--- config.mk ---
export PLATFORM = sky130hd
export DESIGN_NAME = dpid_cfg
export DESIGN_NICKNAME = d
export VERILOG_FILES = /design/src/hw/rtl/dpid_pkg.sv /design/src/hw/rtl/dpid_cfg.sv
export SDC_FILE = /design/constraint.sdc
export NUM_CORES = 1
export LEC_CHECK = 0
export BUFFER_PORTS_ARGS = -buffer_cell sky130_fd_sc_hd__buf_2
export CAP_MARGIN = 20
export CORE_ASPECT_RATIO = 0.7
export CORE_MARGIN = 8
export CORE_UTILIZATION = 40
export CTS_BUF_LIST = sky130_fd_sc_hd__clkbuf_2 sky130_fd_sc_hd__clkbuf_4 sky130_fd_sc_hd__clkbuf_8
export DETAILED_ROUTE_END_ITERATION = 10
export PLACE_DENSITY = 0.77
export SLEW_MARGIN = 20
export SYNTH_ARGS = -nofsm -noshare
export SYNTH_HDL_FRONTEND = slang
export SYNTH_SLANG_ARGS = --single-unit
export TNS_END_PERCENT = 50
--- constraint.sdc ---
create_clock -name clk_i -period 1.45 [get_ports clk_i]
set_clock_uncertainty 0.05 [all_clocks]
set_input_delay 0.145 -clock clk_i [delete_from_list [all_inputs] [get_ports clk_i]]
set_output_delay 0.145 -clock clk_i [all_outputs]
set_load 0.01 [all_outputs]
--- src/hw/rtl/dpid_pkg.sv ---
`timescale 1ns / 1ps
// ============================================================================
// dpid_pkg
// Shared types, widths and helper functions for the dual PID drive controller.
// ============================================================================
package dpid_pkg;

  // Field and register widths.
  localparam int POS_W          = 24;
  localparam int GAIN_FRAC_BITS = 16;
  localparam int REG_W          = 24;
  localparam int ERR_W          = 26;
  localparam int INT_W          = 32;
  localparam int PWR_W          = 8;
  localparam int NUM_REGS       = 8;
  localparam int CFG_IW         = $clog2(NUM_REGS);
  localparam int CFG_AW         = CFG_IW + 2;
  localparam int APB_DW         = 32;

  // Internal arithmetic widths.
  localparam int WIDE_W = (((POS_W + 1) > REG_W) ? (POS_W + 1) : REG_W) + 1;
  localparam int EXT_W  = ((WIDE_W > ERR_W) ? WIDE_W : ERR_W) + 1;
  localparam int DER_W  = ERR_W + 1;
  localparam int PROD_W = INT_W + REG_W;
  localparam int LOOP_W = PROD_W + 2;
  localparam int MIX_W  = LOOP_W + 1;

  // Output scaling: divide by DIV_K * 2^GAIN_FRAC_BITS, saturate to PWR_MAX.
  localparam int PWR_MAX  = 100;
  localparam int DIV_K    = 12;
  localparam int Q_W      = $clog2((PWR_MAX + 1) * DIV_K);
  localparam int MAG_W    = $clog2(PWR_MAX + 1);
  localparam int RECIP_SH = 16;
  localparam int RECIP    = (1 << RECIP_SH) / DIV_K + 1;
  localparam logic [MIX_W-1:0] SAT_LIM =
    MIX_W'((PWR_MAX + 1) * DIV_K) << GAIN_FRAC_BITS;

  typedef enum logic [CFG_IW-1:0] {
    REG_LAT_P    = 3'd0,
    REG_LAT_I    = 3'd1,
    REG_LAT_D    = 3'd2,
    REG_TURN_P   = 3'd3,
    REG_TURN_I   = 3'd4,
    REG_TURN_D   = 3'd5,
    REG_LAT_TGT  = 3'd6,
    REG_TURN_TGT = 3'd7
  } cfg_reg_e;

  typedef struct packed {
    logic signed [REG_W-1:0] p;
    logic signed [REG_W-1:0] i;
    logic signed [REG_W-1:0] d;
  } gains_t;

  // Load enables for the three loop stages, and the state update strobe.
  typedef struct packed {
    logic       upd;
    logic [2:0] en;
  } loop_ctrl_t;

  localparam logic signed [EXT_W-1:0] ERR_HI =
    {{(EXT_W - ERR_W + 1){1'b0}}, {(ERR_W - 1){1'b1}}};
  localparam logic signed [EXT_W-1:0] ERR_LO =
    {{(EXT_W - ERR_W + 1){1'b1}}, {(ERR_W - 1){1'b0}}};

  function automatic logic signed [ERR_W-1:0] sat_err(input logic signed [EXT_W-1:0] v);
    logic signed [ERR_W-1:0] r;
    if (v > ERR_HI) begin
      r = ERR_HI[ERR_W-1:0];
    end else if (v < ERR_LO) begin
      r = ERR_LO[ERR_W-1:0];
    end else begin
      r = v[ERR_W-1:0];
    end
    return r;
  endfunction

  function automatic logic signed [INT_W-1:0] sat_int(input logic signed [INT_W:0] v);
    logic signed [INT_W-1:0] r;
    if (v[INT_W] != v[INT_W-1]) begin
      r = v[INT_W] ? {1'b1, {(INT_W - 1){1'b0}}} : {1'b0, {(INT_W - 1){1'b1}}};
    end else begin
      r = v[INT_W-1:0];
    end
    return r;
  endfunction

endpackage

--- src/hw/rtl/dpid_cfg.sv ---
`timescale 1ns / 1ps
// ============================================================================
// dpid_cfg
// APB register file holding the six loop gains and the two targets.
// ============================================================================
module dpid_cfg (
  input  logic                              clk_i,
  input  logic                              rst_ni,
  input  logic                              psel,
  input  logic                              penable,
  input  logic                              pwrite,
  input  logic [dpid_pkg::CFG_AW-1:0]       paddr,
  input  logic [dpid_pkg::APB_DW-1:0]       pwdata,
  output logic [dpid_pkg::APB_DW-1:0]       prdata,
  output logic                              pready,
  output dpid_pkg::gains_t                  lat_gains_o,
  output dpid_pkg::gains_t                  turn_gains_o,
  output logic signed [dpid_pkg::REG_W-1:0] lat_tgt_o,
  output logic signed [dpid_pkg::REG_W-1:0] turn_tgt_o
);
  import dpid_pkg::*;

  logic [REG_W-1:0] regs_q [NUM_REGS];
  cfg_reg_e         idx;

  assign idx    = cfg_reg_e'(paddr[CFG_AW-1:2]);
  assign pready = 1'b1;

  always_ff @(posedge clk_i or negedge rst_ni) begin
    if (!rst_ni) begin
      for (int k = 0; k < NUM_REGS; k++) begin
        regs_q[k] <= '0;
      end
    end else if (psel && penable && pwrite) begin
      regs_q[idx] <= pwdata[REG_W-1:0];
    end
  end

  // Reads return the register sign-extended to the bus width.
  assign prdata = {{(APB_DW - REG_W){regs_q[idx][REG_W-1]}}, regs_q[idx]};

  assign lat_gains_o.p  = regs_q[REG_LAT_P];
  assign lat_gains_o.i  = regs_q[REG_LAT_I];
  assign lat_gains_o.d  = regs_q[REG_LAT_D];
  assign turn_gains_o.p = regs_q[REG_TURN_P];
  assign turn_gains_o.i = regs_q[REG_TURN_I];
  assign turn_gains_o.d = regs_q[REG_TURN_D];
  assign lat_tgt_o      = regs_q[REG_LAT_TGT];
  assign turn_tgt_o     = regs_q[REG_TURN_TGT];

endmodule

==> flow_summary.toml <==
[timing]
hold_viol_final = 0
setup_viol = 32
slew_violations = 0
min_period_ns = 2.021
worst_slack_ns = -0.5708
min_period_over_period_pct = 139.4
hold_slack_ns = 0.1248
rsz0062_at_grt = "yes"
fin_tns_setup_ns = -16.47
clock.fmax_ghz = 0.4948

[clocking]
clockRootBuffer = "clkbuf_8"
cts.sinks = 192
clk_pin_slew_ns = 0.10
htreeDepth = 4
cts.path.max_buffers = 2
cts_buffers = 17
tritoncts = "yes"
clk_latency_ns = 0.47

[placed_design]
dpl_cell_area_sq_um = 12050
gp_congestion = 0.7956
dp_hpwl_microns = 20120
port_buffers = 255

[die]
core-area_sq_um = 21680
fp.dieW_microns = 193.8
rows = 45
io_pins = 267
die_h_microns = 140.5
initial_core_util_pct = 40.83
die-area_sq_um = 27220

[layout]
diodes = 0
synthToLayoutAreaGrowth_pct = 46.96
post-route-cell-area_sq_um = 13010
drive_gt1_share_pct = 77.30
final_nets = 1038

[job]
cap_violations = 0

[global_routing]
globalRouteOverflowTotal = 0
grt_first_pass_wirelength_microns = 43840
grt_use_total_pct = 20.78
grt_max_degree = 51
grt_pass1_vias = 7362
antenna_found_initial = 0

[setup_path]
crit_path_max_fanout = 9
required_ns = 1.25
arrival_ns = 1.83
end_kind = "output port"
crit_path_start_kind = "flop"
worst-setup-path-type = "flop to output port"

[drt]
ant_nets = 0
routed_via_density = 5.064
drc = 0
avgRoutedWirePerCell_microns = 21.82
routed_wl_microns = 28170
first_pass_iters = 4
drt-initial-drc-count = 274
vias = 6537

[power]
peakVddDrop_mv = 0.8279
powerDensity_nw_per_um2 = 1323
total_power_mw = 17.20
leakage_nw = 6.569

[yosys]
avgSynthCellArea_sq_um = 17.12
syn-num-nets = 559
ys_ff_latch = 192
synth-seq-area-share_pct = 54.28
synth_cell_types = 25
syn_area_sq_um = 8851
synthCells = 517
yosys_warnings = 0

[status]
violations = "setup timing"
run_status = "finished with violations"

[worst_hold_path]
hp-class = "primary input to asynchronous set/reset pin"
## layout by cell type (no fill, tap or decap), drive strengths merged
master | netlist | final
nand2b | 2 | 2
mux4 | 46 | 46
o211ai | 1 | 1
nand2 | 1 | 1
nor3 | 2 | 2
and2 | 1 | 1
nor4bb | 1 | 1
conb | 1 | 1
clkinvlp | 0 | 5
o32a | 1 | 1
clkinv | 0 | 3
clkbuf | 0 | 19
mux2 | 215 | 215
mux2i | 2 | 2
a31oi | 1 | 1
bufinv | 0 | 2
nand4b | 1 | 1
nor2 | 7 | 7
buf | 40 | 474
a22oi | 1 | 1
dfrtp | 192 | 192
nand4 | 1 | 1
inv | 1 | 5
dlygate4sd3 | 0 | 25
## state kept, by name, summed over array words and instances (netlist names)
name          count
lat_gains_o      72
lat_tgt_o        24
turn_gains_o     72
turn_tgt_o       24
## final cells by class
cell class / instances / area [sq um]
Tap cell: 282 / 352.8
Clock buffer: 18 / 241.5
Multi-Input combinational cell: 284 / 3782
Clock inverter: 14 / 157.7
Timing Repair Buffer: 500 / 3665
Fill cell: 1641 / 8670
Inverter: 1 / 3.754
Sequential cell: 192 / 4805
## cell families (layout without fill, tap and decap cells)
group	count (synthesis)	count (layout)	share of synthesized area, %
buffers and inverters	41	533	3.605
AO/OA/AOI/OAI	4	4	0.3535
flip-flops	192	192	54.28
AND/OR/NAND/NOR	16	16	1.795
multiplexers	263	263	39.92
other	1	1	0.04237
## what timing repair did
action	CTS	global route
hold endpoints to repair	384	0
setup buffers	4	6
hold buffers	25	0
resized for setup	57	17
endpoints found under the setup margin	32	35
## report_power, final
part,total [mW],switching (mW),internal [mW]
clock,3.62,2.04,1.58
sequential,7.02,0.632,6.39
combinational,6.56,2.69,3.87
## final timing paths
path,slack [ns],end,depth (start not counted),startpoint
worst max-delay path,-0.57,prdata[30],3,turn_gains_o[71]$_DFFE_PN0P_
worst max register to register,0.38,turn_gains_o[54]$_DFFE_PN0P_,3,turn_gains_o[54]$_DFFE_PN0P_
worst min register to register,0.50,lat_gains_o[20]$_DFFE_PN0P_,1,lat_gains_o[20]$_DFFE_PN0P_
worst min-delay path,0.12,lat_tgt_o[18]$_DFFE_PN0P_,2,rst_ni
min in group clk_i,0.36,lat_gains_o[22]$_DFFE_PN0P_,5,pwrite
max in group asynchronous,0.62,turn_gains_o[37]$_DFFE_PN0P_,3,rst_ni
## critical path, cell delays in order, from the launching register on
cell     delay, ns
dfrtp_1       0.41
mux4_2        0.46
mux2_4        0.33
buf_2         0.16
## routing by layer
layer | global-route usage [%] | part of all wire, % | vias to the layer above
met1 | 26.82 | 44 | 3385
met2 | 33.71 | 48 | 233
met3 | 6.724 | 7.3 | 24
li1 | - | - | 2895
met5 | 0 | 0 | -
met4 | 4.887 | 1.1 | 0
## synthesized netlist by cell type
| cell | instances | area, sq um |
|---|---|---|
| nand2_1 | 1 | 3.750 |
| nand4b_4 | 1 | 23.77 |
| mux2_2 | 215 | 2421 |
| and2_1 | 1 | 6.260 |
| mux4_1 | 15 | 394.1 |
| a22oi_1 | 1 | 7.510 |
| nor3_4 | 2 | 32.53 |
| nor2_1 | 1 | 3.750 |
| nor4bb_1 | 1 | 10.01 |
| mux4_2 | 31 | 698.2 |
| o211ai_1 | 1 | 7.510 |
| conb_1 | 1 | 3.750 |
| buf_2 | 6 | 30.03 |
| mux2i_1 | 2 | 20.02 |
| dfrtp_1 | 192 | 4805 |
| o32a_1 | 1 | 10.01 |
| a31oi_1 | 1 | 6.260 |
| nor2_2 | 6 | 37.54 |
| buf_6 | 11 | 123.9 |
| inv_1 | 1 | 3.750 |
| nand4_4 | 1 | 21.27 |
| buf_1 | 3 | 11.26 |
| nand2b_4 | 1 | 13.76 |
| nand2b_1 | 1 | 6.260 |
| buf_4 | 20 | 150.1 |
## stage by stage
stage                     cells  utilization [%]  setup WS [ns]
after floorplan             517                -        -0.1104
after global placement     1224            55.58        -0.3190
after detailed placement   1224            55.58        -0.3508
after CTS                  1285            59.49        -0.6164
after global routing       1291            60.01        -0.6586
final                      1291            60.01        -0.5708
Note: power is estimated with default switching activity, not from simulation.
